$ cat src/hw/rtl/ccs_pkg.sv
// Shared types, constants and helper functions for the contour cell segmenter.
// Used by every module under hw/rtl; depends on nothing else.
package ccs_pkg;

  // ---------------------------------------------------------------- payload
  typedef struct packed {
    logic signed [31:0] height_sw;
    logic signed [31:0] height_se;
    logic signed [31:0] height_ne;
    logic signed [31:0] height_nw;
    logic signed [31:0] x_low;
    logic signed [31:0] x_high;
    logic signed [31:0] y_low;
    logic signed [31:0] y_high;
  } cell_t;

  typedef struct packed {
    logic signed [31:0] seg_x_start;
    logic signed [31:0] seg_y_start;
    logic signed [31:0] seg_x_end;
    logic signed [31:0] seg_y_end;
    logic [1:0]         level_index;
    logic               last_segment;
  } seg_t;

  // ------------------------------------------------------ config registers
  localparam int unsigned CfgIdxW = 3;
  localparam logic [CfgIdxW-1:0] CFG_LEVEL_COUNT = 3'd0;
  localparam logic [CfgIdxW-1:0] CFG_LEVEL_ZERO  = 3'd1;

  // --------------------------------------------------------- internal widths
  // relative heights: 4*(corner-level) or sum of four differences
  typedef logic signed [34:0] hgt_t;
  // positions in half-LSB units, offset by 2^33 so they are never negative
  localparam int unsigned UposW = 34;
  typedef logic [UposW-1:0] upos_t;
  // Q16.16 value before saturation
  typedef logic signed [34:0] qwide_t;

  localparam logic [34:0] HalfOfs = 35'h2_0000_0000;
  localparam qwide_t      QOfs    = 35'sh1_0000_0000;

  // crossing unit sizes
  localparam int unsigned MagW   = 36;
  localparam int unsigned SumW   = 37;
  localparam int unsigned DivW   = 38;
  localparam int unsigned AccW   = 72;
  localparam int unsigned QuoW   = 34;
  localparam int unsigned StepCntW = 6;

  // ----------------------------------------------------- case classification
  localparam logic [1:0] SH_BELOW = 2'd0;
  localparam logic [1:0] SH_ON    = 2'd1;
  localparam logic [1:0] SH_ABOVE = 2'd2;

  // triangle-local vertices: first corner, centre, next corner
  localparam logic [1:0] TV_FIRST  = 2'd0;
  localparam logic [1:0] TV_CENTRE = 2'd1;
  localparam logic [1:0] TV_NEXT   = 2'd2;

  typedef enum logic [3:0] {
    SC_NONE,
    SC_F_C,      // first -> centre
    SC_C_N,      // centre -> next
    SC_N_F,      // next -> first
    SC_F_XCN,    // first -> crossing(centre, next)
    SC_C_XNF,    // centre -> crossing(next, first)
    SC_N_XFC,    // next -> crossing(first, centre)
    SC_XFC_XCN,
    SC_XCN_XNF,
    SC_XNF_XFC
  } seg_case_e;

  typedef seg_case_e case_row_t [3];
  typedef case_row_t case_plane_t [3];

  localparam case_plane_t CaseTable [3] = '{
    '{ '{SC_NONE, SC_NONE, SC_XCN_XNF},
       '{SC_NONE, SC_C_N, SC_C_XNF},
       '{SC_XFC_XCN, SC_N_XFC, SC_XNF_XFC} },
    '{ '{SC_NONE, SC_N_F, SC_F_XCN},
       '{SC_F_C, SC_N_F, SC_F_C},
       '{SC_F_XCN, SC_N_F, SC_NONE} },
    '{ '{SC_XNF_XFC, SC_N_XFC, SC_XFC_XCN},
       '{SC_C_XNF, SC_C_N, SC_NONE},
       '{SC_XCN_XNF, SC_NONE, SC_NONE} }
  };

  // one segment end: a vertex (pa) or the crossing between pa and pb
  typedef struct packed {
    logic       xing;
    logic [1:0] pa;
    logic [1:0] pb;
  } ep_sel_t;

  typedef struct packed {
    ep_sel_t st;
    ep_sel_t en;
  } seg_sel_t;

  // ------------------------------------------------------------- queue item
  typedef struct packed {
    logic  xing;
    hgt_t  ha;
    hgt_t  hb;
    upos_t uxa;
    upos_t uya;
    upos_t uxb;
    upos_t uyb;
  } endpoint_t;

  typedef struct packed {
    endpoint_t  ep_start;
    endpoint_t  ep_end;
    logic [1:0] level;
    logic       last;
  } job_t;

  localparam int unsigned QueueDepth = 2;
  localparam int unsigned QueueAw    = 1;

  // crossing unit request
  typedef struct packed {
    hgt_t  ha;
    hgt_t  hb;
    upos_t ua;
    upos_t ub;
  } xreq_t;

  // ---------------------------------------------------------- state machines
  typedef enum logic [1:0] {F_IDLE, F_LEVEL, F_TRI, F_FLUSH} front_state_e;
  typedef enum logic [1:0] {B_IDLE, B_EVAL, B_WAIT, B_OUT} back_state_e;
  typedef enum logic [2:0] {X_IDLE, X_SUM, X_MUL, X_ADD, X_DIV, X_DONE} xing_state_e;

  // --------------------------------------------------------------- functions
  function automatic seg_sel_t seg_select(seg_case_e c);
    seg_sel_t s;
    s = '0;
    case (c)
      SC_F_C:     begin s.st.pa = TV_FIRST;  s.en.pa = TV_CENTRE; end
      SC_C_N:     begin s.st.pa = TV_CENTRE; s.en.pa = TV_NEXT;   end
      SC_N_F:     begin s.st.pa = TV_NEXT;   s.en.pa = TV_FIRST;  end
      SC_F_XCN: begin
        s.st.pa = TV_FIRST;
        s.en = '{xing: 1'b1, pa: TV_CENTRE, pb: TV_NEXT};
      end
      SC_C_XNF: begin
        s.st.pa = TV_CENTRE;
        s.en = '{xing: 1'b1, pa: TV_NEXT, pb: TV_FIRST};
      end
      SC_N_XFC: begin
        s.st.pa = TV_NEXT;
        s.en = '{xing: 1'b1, pa: TV_FIRST, pb: TV_CENTRE};
      end
      SC_XFC_XCN: begin
        s.st = '{xing: 1'b1, pa: TV_FIRST, pb: TV_CENTRE};
        s.en = '{xing: 1'b1, pa: TV_CENTRE, pb: TV_NEXT};
      end
      SC_XCN_XNF: begin
        s.st = '{xing: 1'b1, pa: TV_CENTRE, pb: TV_NEXT};
        s.en = '{xing: 1'b1, pa: TV_NEXT, pb: TV_FIRST};
      end
      SC_XNF_XFC: begin
        s.st = '{xing: 1'b1, pa: TV_NEXT, pb: TV_FIRST};
        s.en = '{xing: 1'b1, pa: TV_FIRST, pb: TV_CENTRE};
      end
      default: s = '0;
    endcase
    return s;
  endfunction

  function automatic logic [1:0] sign_class(hgt_t h);
    logic [1:0] r;
    if (h > 35'sd0) r = SH_ABOVE;
    else if (h < 35'sd0) r = SH_BELOW;
    else r = SH_ON;
    return r;
  endfunction

  // half-LSB offset position to Q16.16, ties toward plus infinity
  function automatic qwide_t half_to_q(upos_t u);
    logic [34:0] t;
    t = {1'b0, u} + 35'd1;
    return $signed({1'b0, t[34:1]}) - QOfs;
  endfunction

  function automatic logic signed [31:0] sat_q32(qwide_t v);
    logic signed [31:0] r;
    if (v > 35'sd2147483647) r = 32'sh7fff_ffff;
    else if (v < -35'sd2147483648) r = 32'sh8000_0000;
    else r = v[31:0];
    return r;
  endfunction

  function automatic logic [MagW-1:0] mag36(hgt_t h);
    logic [MagW-1:0] e;
    e = {h[34], h};
    return h[34] ? (~e + 36'd1) : e;
  endfunction

endpackage

$ cat src/hw/rtl/ccs_back.sv
// Back end: takes jobs, resolves the four end point coordinates, drives the
// output register. Uses ccs_pkg and the ccs_xing crossing unit.
module ccs_back import ccs_pkg::*; (
  input  logic   clk_i,
  input  logic   rst_ni,
  input  logic   q_valid_i,
  input  job_t   q_data_i,
  output logic   q_pop_o,
  output logic   x_start_o,
  output xreq_t  x_req_o,
  input  logic   x_done_i,
  input  qwide_t x_result_i,
  output logic   out_valid_o,
  input  logic   out_stall_i,
  output seg_t   out_item_o
);

  back_state_e state_q, state_d;
  job_t        job_q;
  logic [1:0]  step_q;
  logic signed [31:0] coord_q [4];
  logic        out_valid_q;
  seg_t        out_q;

  // endpoint and coordinate for the current step
  endpoint_t ep;
  upos_t     ua, ub;
  always_comb begin
    ep = step_q[1] ? job_q.ep_end : job_q.ep_start;
    ua = step_q[0] ? ep.uya : ep.uxa;
    ub = step_q[0] ? ep.uyb : ep.uxb;
    x_req_o = '{ha: ep.ha, hb: ep.hb, ua: ua, ub: ub};
  end

  logic out_free;
  assign out_free = !out_valid_q || !out_stall_i;

  // next state
  always_comb begin
    state_d = state_q;
    case (state_q)
      B_IDLE: if (q_valid_i) state_d = B_EVAL;
      B_EVAL: begin
        if (ep.xing) state_d = B_WAIT;
        else if (step_q == 2'd3) state_d = B_OUT;
      end
      B_WAIT: begin
        if (x_done_i) state_d = (step_q == 2'd3) ? B_OUT : B_EVAL;
      end
      B_OUT:  if (out_free) state_d = B_IDLE;
      default: state_d = B_IDLE;
    endcase
  end

  // control outputs
  logic store_vtx, store_x, load_out;
  always_comb begin
    q_pop_o   = (state_q == B_IDLE) && q_valid_i;
    x_start_o = (state_q == B_EVAL) && ep.xing;
    store_vtx = (state_q == B_EVAL) && !ep.xing;
    store_x   = (state_q == B_WAIT) && x_done_i;
    load_out  = (state_q == B_OUT) && out_free;
  end

  always_ff @(posedge clk_i or negedge rst_ni) begin
    if (!rst_ni) begin
      state_q     <= B_IDLE;
      step_q      <= '0;
      out_valid_q <= 1'b0;
    end else begin
      state_q <= state_d;
      if (q_pop_o) step_q <= '0;
      else if (store_vtx || store_x) step_q <= step_q + 2'd1;
      if (load_out) out_valid_q <= 1'b1;
      else if (!out_stall_i) out_valid_q <= 1'b0;
    end
  end

  // payload
  always_ff @(posedge clk_i) begin
    if (q_pop_o) job_q <= q_data_i;
    if (store_vtx) coord_q[step_q] <= sat_q32(half_to_q(ua));
    if (store_x) coord_q[step_q] <= sat_q32(x_result_i);
    if (load_out) begin
      out_q.seg_x_start  <= coord_q[0];
      out_q.seg_y_start  <= coord_q[1];
      out_q.seg_x_end    <= coord_q[2];
      out_q.seg_y_end    <= coord_q[3];
      out_q.level_index  <= job_q.level;
      out_q.last_segment <= job_q.last;
    end
  end

  assign out_valid_o = out_valid_q;
  assign out_item_o  = out_q;

  // a crossing result only comes back while one is awaited
  a_done_in_wait: assert property (@(posedge clk_i) disable iff (!rst_ni)
    x_done_i |-> state_q == B_WAIT) else $error("stray crossing result");

endmodule

$ cat config.mk
export PLATFORM = sky130hd
export DESIGN_NAME = ccs_back
export DESIGN_NICKNAME = d
export VERILOG_FILES = /design/src/hw/rtl/ccs_pkg.sv /design/src/hw/rtl/ccs_back.sv
export SDC_FILE = /design/constraint.sdc
export NUM_CORES = 1
export LEC_CHECK = 0
export BUFFER_PORTS_ARGS = -buffer_cell sky130_fd_sc_hd__buf_2
export CAP_MARGIN = 20
export CORE_AREA = 3 3 283 285
export CTS_CLUSTER_DIAMETER = 60
export DETAILED_ROUTE_END_ITERATION = 7
export DIE_AREA = 0 0 286 288
export GPL_TIMING_DRIVEN = 0
export PLACE_DENSITY = 0.59
export SKIP_LAST_GASP = 1
export SYNTH_ARGS = -nofsm -noshare
export SYNTH_HDL_FRONTEND = slang
export SYNTH_SLANG_ARGS = --single-unit
$ cat constraint.sdc
create_clock -name clk_i -period 42.4 [get_ports clk_i]
set_clock_uncertainty 0.1 [all_clocks]
set_input_delay 2.12 -clock clk_i [delete_from_list [all_inputs] [get_ports clk_i]]
set_output_delay 2.12 -clock clk_i [all_outputs]
set_load 0.03 [all_outputs]
# Yosys cells after proc, flatten, opt, wreduce, memory -nomap -nowiden
# Memories as Yosys holds them, arrays and structs flattened. A register that Yosys moved wholly into a read port is not among the register bits.
# Index checks and enable logic that the tools add are counted.
totals:
  ff_bits: 425
  ram_bits: 128
  inputBits: 457
  output_inout_bits: 272
  memories: 1
memory_table:
  columns: ["memory", "words", "word_bits", "rd", "rd_clocked_by_memory_dff", "write_ports", "line_no", "rtl"]
  rows:
  - ["coord_q", 4, 32, 4, 4, 1, "ccs_back.sv:21", "logic signed [31:0] coord_q [4];"]
classes:
  addsub: 3
  n_lt_le_gt_ge: 4
  eq_ne: 9
  n_mux: 25
  bitwise: 1
  n_reduce_logical: 13
ops:
  columns: ["op", "n"]
  rows:
  - ["$mux 32", 7]
  - ["$mux 207", 1]
  - ["$gt 35x32->1 const B", 2]
  - ["$lt 35x32->1 const B", 2]
  - ["$mux 34", 2]
  - ["$add 34x1->35 const B", 1]
  - ["$sub 34x33->35 const B", 1]
  - ["$mux 2", 8]
  - ["$pmux 2 s4", 1]
  - ["$eq 2x2->1 const B", 3]
  - ["$mux 1", 6]
  - ["$ne 2x2->1 const B", 3]
  - ["$logic_and 1x1->1", 5]
  - ["$reduce_and 4->1", 1]
  - ["$logic_not 1->1", 3]
  - ["$ne 3x3->1 const B", 1]
  - ["$add 2x1->2 const B", 1]
  - ["$eq 2x1->1 const B", 1]
  - ["$logic_not 2->1", 1]
  - ["$logic_or 1x1->1", 2]
  - ["$ne 2x1->1 const B", 1]
  - ["$reduce_bool 2->1", 1]
  - ["$or 1x1->1", 1]

# Longest topological paths before layout
# Gate-level depths: netlist of the first run.
logic_depth:
  word_depth: 9
  depth_mapped: 15
  ltp_nobuf: 11

# Worst setup path after synthesis of the first run
# Ideal clock, no wire load.
synth_timing:
  path_type: "input to output"
  startpoint: "input q_valid_i"
  endpoint: "output q_pop_o"
  arrival_ps: 32472
  required_ps: 40180
  path_slack_ps: 7708
  path_stages: 1
  n_path_buf: 0
  path_cell_list: "nor3b_1"
synth_between:
  elab_chain_cells: 1
synth_lines:
  columns: ["item", "line_no", "rtl"]
  rows:
  - ["start: declaration", "ccs_back.sv:6", "input logic q_valid_i,"]
  - ["$logic_and 1x1->1", "ccs_back.sv:58", "q_pop_o = (state_q == B_IDLE) && q_valid_i;"]
  - ["end: declaration", "ccs_back.sv:8", "output logic q_pop_o,"]
# Every way passes these cells.

# Worst setup path in the final report of the first run
# Same ends and word-level chain as after synthesis.

==> results of run 1 <==
routing by layer:
metal,GRT usage,routed length (um),vias to the layer above
li1,-,-,6498
met1,0.203,27600,7257
met2,0.324,39900,682
met3,0.0650,7180,179
met4,0.0628,2710,40
met5,0,289,-
synth_stat cells (3+ instances only):
cell type	number
sky130_fd_sc_hd__a21oi_1	32
sky130_fd_sc_hd__dfrtp_1	5
sky130_fd_sc_hd__clkbuf_1	27
sky130_fd_sc_hd__buf_2	6
sky130_fd_sc_hd__mux4_2	64
sky130_fd_sc_hd__and3_1	9
sky130_fd_sc_hd__xnor2_1	15
sky130_fd_sc_hd__nor3_1	5
sky130_fd_sc_hd__mux4_1	4
sky130_fd_sc_hd__buf_4	4
sky130_fd_sc_hd__o211ai_2	30
sky130_fd_sc_hd__buf_6	7
sky130_fd_sc_hd__a31oi_1	3
sky130_fd_sc_hd__nor4_1	8
sky130_fd_sc_hd__nor2b_1	5
sky130_fd_sc_hd__xor2_1	11
sky130_fd_sc_hd__and2_1	4
sky130_fd_sc_hd__mux2_2	71
sky130_fd_sc_hd__buf_1	4
sky130_fd_sc_hd__edfxtp_1	676
sky130_fd_sc_hd__nand2_1	28
sky130_fd_sc_hd__nand3_1	10
sky130_fd_sc_hd__nand4_1	8
sky130_fd_sc_hd__and4_1	4
sky130_fd_sc_hd__inv_1	7
sky130_fd_sc_hd__o21a_1	26
sky130_fd_sc_hd__nor2_1	14
sky130_fd_sc_hd__ha_1	7
sky130_fd_sc_hd__o21ai_0	17
sky130_fd_sc_hd__o31a_1	8
logic make-up after synthesis:
kind of cell | count (synthesis) | share of synthesized area
simple gates | 116 | 0.0270
buf+inv | 57 | 0.0128
mux | 141 | 0.0941
compound gates | 132 | 0.0413
xor+xnor | 26 | 0.00906
fa+ha+maj | 7 | 0.00348
flops | 681 | 0.812
through the flow:
stage | util | std cells | TNS, ns | worst slack [ns] | power, W
after detailed placement | 0.396 | 2972 | 0 | 35.57 | 0.00185
final | 0.427 | 3126 | 0 | 35.67 | 0.00243
after floorplan | - | 1160 | 0 | 7.71 | 0.00163
after CTS | 0.426 | 3107 | 0 | 35.60 | 0.00247
after global routing | 0.426 | 3112 | 0 | 35.50 | 0.00254
after global placement | 0.388 | 2928 | -1050.96 | -6.96 | 0.00197
worst max-delay path by stage:
stage | from | endpoint | cells past startpoint
2_1_floorplan | q_valid_i | q_pop_o | 1
3_3_place_gp | q_valid_i | q_pop_o | 3
3_5_place_dp | q_valid_i | q_pop_o | 9
4_1_cts | q_valid_i | q_pop_o | 9
5_1_grt | q_valid_i | q_pop_o | 9
6_report | q_valid_i | q_pop_o | 9
cell usage in the layout, fill, tap and decap left out, types with 15 or more instances in the layout:
master | netlist | routed
sky130_fd_sc_hd__mux4_2 | 64 | 64
sky130_fd_sc_hd__edfxtp_1 | 676 | 676
sky130_fd_sc_hd__o21a_1 | 26 | 26
sky130_fd_sc_hd__o21ai_0 | 17 | 17
sky130_fd_sc_hd__o211ai_2 | 30 | 30
sky130_fd_sc_hd__clkbuf_16 | 0 | 78
sky130_fd_sc_hd__clkinv_1 | 0 | 16
sky130_fd_sc_hd__clkbuf_1 | 27 | 39
sky130_fd_sc_hd__buf_6 | 7 | 42
sky130_fd_sc_hd__diode_2 | 0 | 19
sky130_fd_sc_hd__mux2_2 | 71 | 71
sky130_fd_sc_hd__buf_2 | 6 | 734
sky130_fd_sc_hd__xnor2_1 | 15 | 15
sky130_fd_sc_hd__nand2_1 | 28 | 28
sky130_fd_sc_hd__a21oi_1 | 32 | 31
where the power goes:
| group | leakage, nW | switching (W) | total [W] | internal, W |
|---|---|---|---|---|
| clock network | 1.14 | 0.000266 | 0.000618 | 0.000352 |
| registers | 6.29 | 0.0000351 | 0.000987 | 0.000952 |
| logic | 4.69 | 0.000573 | 0.000829 | 0.000256 |
layout make-up:
type                       instances  area (um2)  area share
tap                             1040        1300      0.0393
clock inverter                    45         349      0.0105
sequential                       681       20400       0.617
multi-input combinational        422        4440       0.134
clock buffer                      90        2000      0.0603
inverter                           7        26.3    0.000794
timing repair buffer             772        4220       0.127
antenna                           19        47.5     0.00144
buffer                            50         295     0.00892
flip-flops by register name, indices dropped and copies added, names as in the netlist:
register / count
job_q: 417
out_item_o: 131
coord_q: 128
state_q: 2
step_q: 2
out_valid_o: 1
==> summary by stage, run 1 <==
Synth
The area share of the largest cell type after synthesis is 0.807. The top flip-flop cell by instance count after synthesis is sky130_fd_sc_hd__edfxtp_1. Synthesis produced a netlist with a net count of 1624. The mean instance size in the synthesized netlist is 21.7 um2.

The number of different library cells used by synthesis comes to 60. After synthesis the cells add up to between 0.02 and 0.03 mm2. The total of warnings raised by yosys is 0. The sequential element share of the synthesized area is 0.812. Yosys mapped a number of flops with a built-in enable equal to 676. The number of synthesized register bits is slightly below 700. The biggest area consumer among synthesized cells is sky130_fd_sc_hd__edfxtp_1. Sorting the synthesized cells by area gives the leading types as sky130_fd_sc_hd__edfxtp_1 (81%), sky130_fd_sc_hd__mux4_2 (5.7%), sky130_fd_sc_hd__mux2_2 (3.2%). In the synthesized netlist the async set-or-reset flop fraction comes to 0.00734. The number of instances in the synthesized netlist is ~1.2k.

Detailed routing
The post-route antenna net violation count is 0. The number of iterations in the first detailed-routing pass is 5. The average wire per cell in the routed design is 24.9 um. The first routing iteration left around 940 violations. After detailed routing, the total wire length is between 70 and 80 mm. The routed via count is 14.7k. After detailed routing, the number of remaining DRC violations is 0. Using the TritonRoute via totals, the vias-per-cell ratio works out to roughly 4.7.

Pwr
The standby leakage power is 12.1 nW. The worst-case IR drop observed on VDD is just over 40 uV. The ratio of total power to cell area is around 74 mW/mm2.

Setup path
The start-to-end type of the worst setup path is in2out. The most frequent cell on the critical path is sky130_fd_sc_hd__buf_6. On the worst path, the slowest cell contributes a delay of just over 0.8 ns.

The capture point of the worst reg-to-reg path is coord_q[2][18]. The internal reg-to-reg setup slack is between 30 and 40 ns. The signal on the critical path passes through buf_2 -> nor3b_2 -> buf_6 -> buf_6 -> buf_6 -> buf_6 -> buf_6 -> buf_6 -> buf_2.

In this run the worst path has a maximum fanout of 14. STA classifies the critical path endpoint as a primary output. The worst register-to-register path begins at step_q[0]. Together, buffers and inverters on the worst path number 8. The arrival time at the worst endpoint is approximately 4.5 ns.

The kind of cell with the highest combined delay on the critical path is buffers and inverters. The number of cells on the worst reg-to-reg path is 15. The worst setup path is launched from a primary input. The library cell contributing the largest single delay on the critical path is sky130_fd_sc_hd__nor3b_2. The required arrival time at the worst endpoint is 40.18 ns.

Clock network
The tree is rooted in a sky130_fd_sc_hd__clkbuf_16. The number of buffers inserted by hold repair at cts is 0. Clock-pin slew was measured on the worst setup and hold paths at 0.06 ns.

The post-CTS repair timing setup buffer count is 0. The number of buffers added by the clock tree synthesis step is 77. The clock sink count is between 600 and 700. At the later pin of the worst-skew pair, clock insertion delay measures between 0.6 and 0.7 ns.

The clock tree synthesis step divided the H-tree into 3 levels. The post-cts sizing count is 0. Counting along the longest clock path gives a buffer depth of 3.

TritonCTS built the clock tree.

STA
Setup repair after global routing left no endpoint under its margin. The top achievable clock speed is 149 MHz. The relative slew slack is 0.318. The time the worst path needs with I/O delays and setup is 6.73 ns.

The final number of setup-violating endpoints is 0. The actual slew at the worst max-slew pin is between 1 and 1.5 ns. The final worst hold slack is approximately 0.30 ns. The final hold violation count came to 0.

The fraction of the cycle the final worst path needs is 0.159. The number of slew-limit violations in the final report is 0.

Final layout
The area growth from synthesis to layout is 31.7%. The fill cell instance count of the final layout is approximately 7.0k. The final-stage net count is 2475.

The share of layout cells above drive strength 1 is 0.522. Summing all non-filler instances in the final layout gives an area of around 0.033 mm2.

Place
The placed wire-length estimate after detailed placement is between 60 and 70 mm. The final weighted congestion of routability-driven global placement is just over 0.9. The total placed instance area is slightly above 0.03 mm2. Input and output buffers added on the ports amount to 728.

GRT
The all-layer global routing usage is 0.183. The number of antenna violations at the first check in global routing came to 43. Entering global routing, the biggest net connects 33 pins. The number of global-route vias before repair is around 15k. The first global-routing pass estimated roughly 110 mm of wire. The final global-route overflow total is 0.

Hold path
The beginning of the worst hold path is job_q[0]. The destination of the worst hold path is out_item_o[0]. Counting instances, the worst hold path has a depth of 0. The tightest min-delay check is of the reg2reg type.

Die
The standard cell core area is approximately 0.078 mm2. The total number of placement rows is ~100. The starting utilization of the core area is 0.324. roughly 730 I/O pins were placed. The floorplan die height is roughly 290 um. The horizontal extent of the die is around 290 um.

The die covers approximately 0.082 mm2.

Run
The count of maximum capacitance violations is 0.

Status
The run finished with clean final reports.
Note: power is estimated with default switching activity, not from simulation.
==> run 2: changes to the inputs <==
--- a/config.mk
+++ b/config.mk
@@ -5,14 +5,15 @@
 export SDC_FILE = /design/constraint.sdc
 export NUM_CORES = 1
 export LEC_CHECK = 0
+export ABC_AREA = 1
 export BUFFER_PORTS_ARGS = -buffer_cell sky130_fd_sc_hd__buf_2
 export CAP_MARGIN = 20
-export CORE_AREA = 3 3 283 285
+export CORE_AREA = 3 3 287 289
 export CTS_CLUSTER_DIAMETER = 60
 export DETAILED_ROUTE_END_ITERATION = 7
-export DIE_AREA = 0 0 286 288
+export DIE_AREA = 0 0 290 292
 export GPL_TIMING_DRIVEN = 0
-export PLACE_DENSITY = 0.59
+export PLACE_DENSITY = 0.61
 export SKIP_LAST_GASP = 1
 export SYNTH_ARGS = -nofsm -noshare
 export SYNTH_HDL_FRONTEND = slang
==> constraint.sdc (replaced) <==
create_clock -name clk_i -period 6.1 [get_ports clk_i]
set_clock_uncertainty 0.1 [all_clocks]
set_input_delay 0.305 -clock clk_i [delete_from_list [all_inputs] [get_ports clk_i]]
set_output_delay 0.305 -clock clk_i [all_outputs]
set_load 0.03 [all_outputs]
==> run 2 against run 1 <==
Highest routed layer unchanged. Via count rose by 43%. Sequential cell count unchanged. Wire length up 26%. Worst setup slack worse by 34 ns. Largest cell class unchanged.
==> summary by stage, run 2 <==
GRT
The first-pass GRT wire length is 141 mm (was 107 mm). The number of global-route vias before repair is 21.7k (was 15.3k). The final global-route overflow total is 0 (unchanged). The all-layer global routing usage is 0.225 (was 0.183).

The most congested layer reported by global routing is met2 (unchanged). The met1 capacity usage during global routing is 0.258 (was 0.203). The number of antenna violations at the first check in global routing came to 28 (was 43). The met2 demand-to-capacity share in global routing came to 0.397 (was 0.324). The maximum number of pins on one net before global-route repair is 46 (was 33). The met3 track demand over resource is 0.0526 (was 0.0650).

Setup path
The startpoint of the most critical setup path was step_q[0] (was q_valid_i). The kind of end point of the critical path is a flip-flop (was primary output). The most frequent cell on the critical path is sky130_fd_sc_hd__nand2_1 (was sky130_fd_sc_hd__buf_6). The library cell contributing the largest single delay on the critical path is sky130_fd_sc_hd__o22ai_1 (was sky130_fd_sc_hd__nor3b_2). The maximum fanout encountered on the critical timing path came to 10 (was 14).

The start-to-end type of the worst setup path is reg2reg (was in2out). The logic depth of the worst register-to-register path was 21 (was 15). Cell-by-cell trace of the critical path: buf_6 -> buf_6 -> buf_4 -> buf_2 -> o21ai_0 -> o22ai_1 -> nand4_1 -> nor2_2 -> xor2_2 -> inv_2 -> ha_1 -> inv_1 -> nand2_1 -> nor2_1 -> nand2_1 -> nand2_1 -> nand3_2 -> buf_6 -> nand2_1 -> nand2_1 -> nand2_1 (was buf_2 -> nor3b_2 -> buf_6 -> buf_6 -> buf_6 -> buf_6 -> buf_6 -> buf_6 -> buf_2). The category of the worst setup path launch point is a flip-flop (was primary input). The reg-to-reg startpoint is step_q[0] (unchanged). The internal reg-to-reg setup slack is 1.44 ns (was 37.44 ns). The largest stage delay on the critical path is 0.69 ns (was 0.81 ns). The capture point of the worst reg-to-reg path is coord_q[3][21] (was coord_q[2][18]). The termination of the worst setup path is coord_q[3][21] (was q_pop_o). The worst path buffer plus inverter count was 7 (was 8). The arrival time at the worst endpoint is 4.98 ns (was 4.51 ns). The kind of cell with the highest combined delay on the critical path is simple AND/OR/NAND/NOR gates (was buffers and inverters). The logic depth of the worst path, buffers included is 21 (was 9). The required arrival time at the worst endpoint was 6.42 ns (was 40.18 ns).

Detailed routing
The average wire per cell in the routed design is 22.1 um (was 24.9 um). The DRC violations left was 0 (unchanged). The number of iterations in the first detailed-routing pass is 6 (was 5). The aggregate routed wire length was 98.0 mm (was 77.7 mm). The post-route antenna net violation count is 0 (unchanged).

The detailed-route vias per instance is 4.75 (was 4.69). The DRC violation total after the first TritonRoute iteration is 1718 (was 944). The routed via count is 21.0k (was 14.7k).

STA
The number of slew-limit violations in the final report was 0 (unchanged). The top achievable clock speed is 215 MHz. In the finished design, the share of the clock period the worst path needs comes to 0.764.

Setup repair after global routing missed its margin: false (unchanged). The final hold violation count is 0 (unchanged). The final setup slack of the worst path was 1.44 ns (was 35.67 ns). The relative slew slack is 0.329 (was 0.318). The total negative slack is 0 ns (unchanged). The final number of setup-violating endpoints is 0 (unchanged). The final worst hold slack is 0.0489 ns (was 0.301 ns). The actual slew at the worst max-slew pin is 1.01 ns (was 1.02 ns). The time the worst path needs with I/O delays and setup is between 4 and 5 ns.

Pwr
The proportion of power drawn by combinational gates is 0.392 (was 0.341). The net switching share of the total power was 0.408 (was 0.359). The standby leakage power is 15.7 nW (was 12.1 nW).

The sequential share of power came to 0.358 (was 0.406). The maximum VDD drop was 365 uV (was 41.2 uV). The ratio of total power to cell area is 499 mW/mm2 (was 73.5 mW/mm2). The part of the power in the clock network is 0.250 (was 0.254). The switching power is 0.00788 W (was 0.000873 W).

The internal power of the cells is 0.0114 W (was 0.00156 W).

Clock network
The CTS tree is done (unchanged). The number of buffers added by the clock tree synthesis step came to 76 (was 77). The post-CTS repair timing setup buffer count is 0 (unchanged). The clock sink count is 681 (unchanged). The clock slew at the register clock pins of the worst setup and hold paths is 0.06 ns (about the same). The clock insertion delay at the later pin of the skew report came to 0.63 ns (was 0.62 ns).

The CTS root buffer is sky130_fd_sc_hd__clkbuf_16 (unchanged). The maximum buffer depth of the clock tree is 3 (unchanged). The maximum level of the CTS H-tree is 3 (unchanged).

Die
The top-level port count is 729 (unchanged). The floorplan die height is 292 um (was 288 um). The standard cell core area was 0.0802 mm2 (was 0.0776 mm2).

The floorplan die area is 0.0847 mm2 (was 0.0824 mm2). The total number of placement rows is 104 (was 102). The horizontal extent of the die is 290 um (was 286 um). The starting utilization of the core area was 0.327 (was 0.324).

Synth
The synthesized cell area is 0.0262 mm2 (was 0.0251 mm2). The mean instance size in the synthesized netlist is 12.9 um2 (was 21.7 um2). Top cells by area in the synthesized netlist: sky130_fd_sc_hd__edfxtp_1 (77%), sky130_fd_sc_hd__nand2_1 (11%), sky130_fd_sc_hd__nor2_1 (2.3%) (was sky130_fd_sc_hd__edfxtp_1 (81%), sky130_fd_sc_hd__mux4_2 (5.7%), sky130_fd_sc_hd__mux2_2 (3.2%)). The top flip-flop cell by instance count after synthesis was sky130_fd_sc_hd__edfxtp_1 (unchanged). The share of synthesized registers carrying an async set or reset is 0.00734 (unchanged).

The number of instances in the synthesized netlist is 2029 (was 1160). The net count after synthesis is 2493 (was 1624). The number of enable-type register cells in the synthesized netlist is 676 (unchanged). The number of synthesized register bits is 681 (unchanged). The sequential element share of the synthesized area is 0.778 (was 0.812). Most common library cells after synthesis: sky130_fd_sc_hd__nand2_1 (752), sky130_fd_sc_hd__edfxtp_1 (676), sky130_fd_sc_hd__nor2_1 (158), sky130_fd_sc_hd__o21ai_0 (109), sky130_fd_sc_hd__nand3_1 (104) (was sky130_fd_sc_hd__edfxtp_1 (676), sky130_fd_sc_hd__mux2_2 (71), sky130_fd_sc_hd__mux4_2 (64), sky130_fd_sc_hd__a21oi_1 (32), sky130_fd_sc_hd__o211ai_2 (30)). The total of warnings raised by yosys came to 0 (unchanged). The most instantiated library cell after synthesis is sky130_fd_sc_hd__nand2_1 (was sky130_fd_sc_hd__edfxtp_1). The biggest area consumer among synthesized cells was sky130_fd_sc_hd__edfxtp_1 (unchanged). The number of distinct standard cells referenced by the synthesized netlist came to 35 (was 60). The area share of the largest cell type after synthesis is 0.773 (was 0.807).

Final layout
The register containing the most flip-flops in the final layout is job_q (unchanged). The share of layout cells above drive strength 1 is 0.278 (was 0.522). The sequential standard cell area is 0.0204 mm2 (unchanged).

The area taken by multi-input logic gates was 0.00518 mm2 (was 0.00444 mm2). The most common cell after layout, fill and taps aside is sky130_fd_sc_hd__nand2_1 (was sky130_fd_sc_hd__buf_2). The final-stage net count is 3748 (was 2475). The post-route core utilization came to 0.483 (was 0.427).

The fill cell instance count of the final layout is 6907 (was 7008). The number of flip-flops in the largest register was 417 (unchanged). Most frequent cells in the layout: sky130_fd_sc_hd__nand2_1 (752), sky130_fd_sc_hd__buf_2 (739), sky130_fd_sc_hd__edfxtp_1 (676) (was sky130_fd_sc_hd__buf_2 (734), sky130_fd_sc_hd__edfxtp_1 (676), sky130_fd_sc_hd__clkbuf_16 (78)). The area added between synthesis and finish is 47.4% (was 31.7%).

Status
Result of the run: finished, final reports clean (unchanged).

Hold path
The classification of the worst-slack hold path was in2reg (was reg2reg).

Place
The post-placement worst setup slack was 1.41 ns (was 35.57 ns). The placed wire-length estimate after detailed placement was 71.1 mm (was 61.9 mm). The number of input and output port buffers inserted is 728 (unchanged). The final weighted congestion of routability-driven global placement is 0.966 (was 0.905).

Run
The count of maximum capacitance violations was 0 (unchanged).
run 2: power by group through the flow:
stage	clock, W	combinational (W)	sequential (W)
global placement	0	0.00709	0.00731
CTS	0.00489	0.00762	0.00689
finish	0.00483	0.00757	0.00690
global route	0.00511	0.00812	0.00698
detailed placement	0	0.00736	0.00698
floorplan	0	0.00381	0.00758
run 2: metal layers:
metal | vias to the layer above | wire length (um)
met1 | 9948 | 35800
li1 | 9609 | -
met3 | 249 | 8060
met5 | - | 45
met2 | 1212 | 49400
met4 | 6 | 4720
run 2: layout make-up:
type | count | area share
Multi-Input combinational cell | 1213 | 0.134
Clock buffer | 92 | 0.0518
Timing Repair Buffer | 1177 | 0.216
Inverter | 54 | 0.00540
Buffer | 81 | 0.0123
Sequential cell | 681 | 0.528
Clock inverter | 43 | 0.0166
Antenna cell | 28 | 0.00181
Tap cell | 1060 | 0.0343
run 2: logic make-up after synthesis:
logic type | share of synthesized area
adders and majority gates | 0.00334
DFF | 0.778
xor gates and xnor gates | 0.00162
muxes | 0.000810
and+or+nand+nor | 0.159
AOI/OAI and AO/OA | 0.0314
buffers and inverters | 0.0259
run 2: worst min-delay path by stage:
stage / endpoint / cells after the start / from
after floorplan: out_valid_o / 0 / rst_ni
after global placement: state_q[0] / 1 / rst_ni
after detailed placement: state_q[0] / 1 / rst_ni
after CTS: coord_q[2][7] / 3 / x_result_i[7]
after global routing: coord_q[2][7] / 3 / x_result_i[7]
final: coord_q[0][2] / 3 / x_result_i[2]
run 2: repair_timing:
action | CTS | global route
gates resized for setup | 0 | 0
hold buffers | 428 | 0
hold endpoints to repair | 444 | 0
run 2: worst min-delay path, stage by stage:
cell and delay (ns):
sky130_fd_sc_hd__buf_2 0.09, sky130_fd_sc_hd__o21ai_0 0.10, sky130_fd_sc_hd__nand2_1 0.14
run 2: per-stage QoR:
stage | cell area, um2 | std cells | power [W]
3_5_place_dp | 31700 | 3837 | 0.0143
5_1_grt | 38700 | 4421 | 0.0202
6_report | 38700 | 4429 | 0.0193
2_1_floorplan | 26300 | 2029 | 0.0114
3_3_place_gp | 31200 | 3817 | 0.0144
4_1_cts | 38600 | 4400 | 0.0194
==> run 3: changes to the inputs <==
--- a/config.mk
+++ b/config.mk
@@ -5,15 +5,15 @@
 export SDC_FILE = /design/constraint.sdc
 export NUM_CORES = 1
 export LEC_CHECK = 0
-export ABC_AREA = 1
+export ABC_AREA = 0
 export BUFFER_PORTS_ARGS = -buffer_cell sky130_fd_sc_hd__buf_2
 export CAP_MARGIN = 20
-export CORE_AREA = 3 3 287 289
+export CORE_AREA = 3 3 283 285
 export CTS_CLUSTER_DIAMETER = 60
 export DETAILED_ROUTE_END_ITERATION = 7
-export DIE_AREA = 0 0 290 292
+export DIE_AREA = 0 0 286 288
 export GPL_TIMING_DRIVEN = 0
-export PLACE_DENSITY = 0.61
+export PLACE_DENSITY = 0.59
 export SKIP_LAST_GASP = 1
 export SYNTH_ARGS = -nofsm -noshare
 export SYNTH_HDL_FRONTEND = slang
==> constraint.sdc (replaced) <==
create_clock -name clk_i -period 4.8 [get_ports clk_i]
set_clock_uncertainty 0.1 [all_clocks]
set_input_delay 0.24 -clock clk_i [delete_from_list [all_inputs] [get_ports clk_i]]
set_output_delay 0.24 -clock clk_i [all_outputs]
set_load 0.03 [all_outputs]
==> run 3 against run 2 <==
Worst setup slack worse by 1.3 ns. Sequential power up 27%. Largest power group is now sequential cells. Via count decreased by 21%. Total power is 17% higher. Clock-buffer cell count decreased by 3. Sequential cell count is the same. Sequential share of layout area increased by 1.0 points. Hold slack improved by 0.0098 ns. Highest routed layer unchanged. Critical path type unchanged.
==> summary by stage, run 3 (synthesized netlist as in run 1, its figures left out) <==
Final layout
The final instance area came to 0.0379 mm2 (was 0.0387 mm2). The number of flip-flops in the largest register is 417 (unchanged). The register containing the most flip-flops in the final layout is job_q (unchanged).

The share of layout cells above drive strength 1 is 0.435 (was 0.278). Most frequent cells in the layout: sky130_fd_sc_hd__buf_2 (731), sky130_fd_sc_hd__edfxtp_1 (676), sky130_fd_sc_hd__dlygate4sd3_1 (440) (was sky130_fd_sc_hd__nand2_1 (752), sky130_fd_sc_hd__buf_2 (739), sky130_fd_sc_hd__edfxtp_1 (676)). The final-stage net count is 2911 (was 3748). The fill cell instance count of the final layout came to 6418 (was 6907).

The post-route core utilization is 0.489 (was 0.483). The most common cell after layout, fill and taps aside is sky130_fd_sc_hd__buf_2 (was sky130_fd_sc_hd__nand2_1). The area added between synthesis and finish is 50.9% (was 47.4%).

Detailed routing
The routed via count is 16.6k (was 21.0k). The post-route antenna net violation count is 0 (unchanged). The average wire per cell in the routed design is 23.5 um (was 22.1 um). The DRC violations left is 0 (unchanged). The DRC violation total after the first TritonRoute iteration was 1081 (was 1718). The number of iterations in the first detailed-routing pass came to 5 (was 6). The aggregate routed wire length is 83.7 mm (was 98.0 mm). The detailed-route vias per instance is 4.66 (was 4.75).

Setup path
The kind of end point of the critical path is a flip-flop (unchanged). The maximum fanout encountered on the critical timing path is 10 (unchanged). The arrival time at the worst endpoint came to 4.89 ns (was 4.98 ns). The start-to-end type of the worst setup path is reg2reg (unchanged).

The internal reg-to-reg setup slack is 0.17 ns (was 1.44 ns). The required arrival time at the worst endpoint is 5.06 ns (was 6.42 ns). The startpoint of the most critical setup path is step_q[0] (unchanged).

The logic depth of the worst register-to-register path was 14 (was 21). The capture point of the worst reg-to-reg path was coord_q[0][19] (was coord_q[3][21]). The reg-to-reg startpoint is step_q[0] (unchanged). The category of the worst setup path launch point was a flip-flop (unchanged). The termination of the worst setup path was coord_q[0][19] (was coord_q[3][21]).

STA
The relative slew slack is 0.329 (about the same). The number of slew-limit violations in the final report is 0 (unchanged). The final number of setup-violating endpoints is 0 (unchanged). The top achievable clock speed is 216 MHz (was 215 MHz).

The final hold violation count came to 0 (unchanged). The actual slew at the worst max-slew pin came to 1.01 ns (about the same). The fraction of the cycle the final worst path needs is 0.964 (was 0.764). Setup repair after global routing missed its margin: false (unchanged). The time the worst path needs with I/O delays and setup is 4.63 ns (was 4.66 ns).

Pwr
The standby leakage power is 14.1 nW (was 15.7 nW). The maximum VDD drop is 382 uV (was 365 uV). The ratio of total power to cell area came to 593 mW/mm2 (was 499 mW/mm2).

Clock network
The CTS tree was done (unchanged). The clock slew at the register clock pins of the worst setup and hold paths came to 0.06 ns (about the same). The maximum buffer depth of the clock tree came to 3 (unchanged). The clock insertion delay at the later pin of the skew report is 0.62 ns (was 0.63 ns).

The clock sink count is 681 (unchanged). The maximum level of the CTS H-tree came to 3 (unchanged). The CTS root buffer is sky130_fd_sc_hd__clkbuf_16 (unchanged). The number of buffers added by the clock tree synthesis step came to 76 (unchanged).

GRT
The number of global-route vias before repair came to 17.8k (was 21.7k). The all-layer global routing usage is 0.199 (was 0.225). The final global-route overflow total is 0 (unchanged). The maximum number of pins on one net before global-route repair was 35 (was 46). The number of antenna violations at the first check in global routing was 17 (was 28).

The first-pass GRT wire length is 119 mm (was 141 mm).

Die
The standard cell core area is 0.0776 mm2 (was 0.0802 mm2). The top-level port count is 729 (unchanged). The horizontal extent of the die is 286 um (was 290 um). The floorplan die area came to 0.0824 mm2 (was 0.0847 mm2).

The floorplan die height is 288 um (was 292 um). The total number of placement rows is 102 (was 104). The starting utilization of the core area came to 0.324 (was 0.327).

Place
The final weighted congestion of routability-driven global placement came to 0.920 (was 0.966). The placed wire-length estimate after detailed placement is 61.7 mm (was 71.1 mm). The total placed instance area is 0.0308 mm2 (was 0.0317 mm2). The number of input and output port buffers inserted is 728 (unchanged).

Run
The count of maximum capacitance violations was 0 (unchanged).

Hold path
The classification of the worst-slack hold path is in2reg (unchanged).

Status
Result of the run: finished, final reports clean (unchanged).
## run 3: timing repair
action / in CTS / in global routing
hold buffers: 440 / 0
endpoints found under the setup margin: 127 / 100
resized for setup: 8 / 5
endpoints found under the hold margin: 505 / 0
setup buffers: 3 / 5
## run 3: area by class of cell
class / instances / area, um2 / share of cell area
flip-flops and latches: 681 / 20400 / 0.538
plain buffers: 50 / 325 / 0.00857
clock buffers: 89 / 1950 / 0.0514
diodes: 17 / 42.5 / 0.00112
repair buffers: 1209 / 8760 / 0.231
well taps: 1040 / 1300 / 0.0343
inverters: 7 / 26.3 / 0.000692
clock inverters: 51 / 661 / 0.0174
multi-input cells: 422 / 4460 / 0.117
## run 3: how the worst min path moves through the flow
stage	start	endpoint	slack [ns]	depth (start not counted)
2_1_floorplan	rst_ni	out_valid_o	-0.16	0
5_1_grt	x_result_i[30]	coord_q[2][30]	0.05	4
3_5_place_dp	rst_ni	out_valid_o	-0.01	1
3_3_place_gp	rst_ni	out_valid_o	-0.02	1
6_report	x_result_i[13]	coord_q[1][13]	0.06	4
4_1_cts	x_result_i[29]	coord_q[3][29]	0.02	4
## run 3: power by group
| part | internal, W | switching [W] |
|---|---|---|
| clock network | 0.00348 | 0.00247 |
| registers | 0.00841 | 0.000323 |
| logic | 0.00262 | 0.00522 |
## run 3: through the flow
stage          hold slack, ns  worst slack, ns  power, W  std cells   TNS, ns
6_report               0.0587            0.173    0.0225       3566         0
5_1_grt                0.0521          0.00111    0.0234       3559         0
4_1_cts                0.0158          0.00161    0.0227       3543         0
3_5_place_dp          -0.0128           -0.459    0.0164       2960    -43.92
3_3_place_gp          -0.0198           -11.42    0.0154       2928  -4580.22
2_1_floorplan          -0.156            -7.00    0.0136       1160  -2943.62
## run 3: critical path, stage by stage, from the launching register on
cell and delay [ns]:
sky130_fd_sc_hd__dfrtp_1 0.39, sky130_fd_sc_hd__buf_4 0.23, sky130_fd_sc_hd__buf_4 0.25, sky130_fd_sc_hd__buf_8 0.23, sky130_fd_sc_hd__mux4_2 0.37, sky130_fd_sc_hd__nand4_2 0.17, sky130_fd_sc_hd__nand4b_4 0.29, sky130_fd_sc_hd__or4_4 0.46
sky130_fd_sc_hd__and2_4 0.19, sky130_fd_sc_hd__inv_1 0.06, sky130_fd_sc_hd__ha_1 0.23, sky130_fd_sc_hd__or4b_1 0.52, sky130_fd_sc_hd__a221o_2 0.48, sky130_fd_sc_hd__buf_6 0.19, sky130_fd_sc_hd__o211ai_2 0.17
## run 3: routing by layer
metal | up-vias | global-route usage | routed length (um)
met5 | - | 0 | 13
met1 | 8215 | 0.225 | 30600
met3 | 174 | 0.0464 | 6160
li1 | 7370 | - | -
met2 | 856 | 0.362 | 43700
met4 | 2 | 0.0774 | 3340
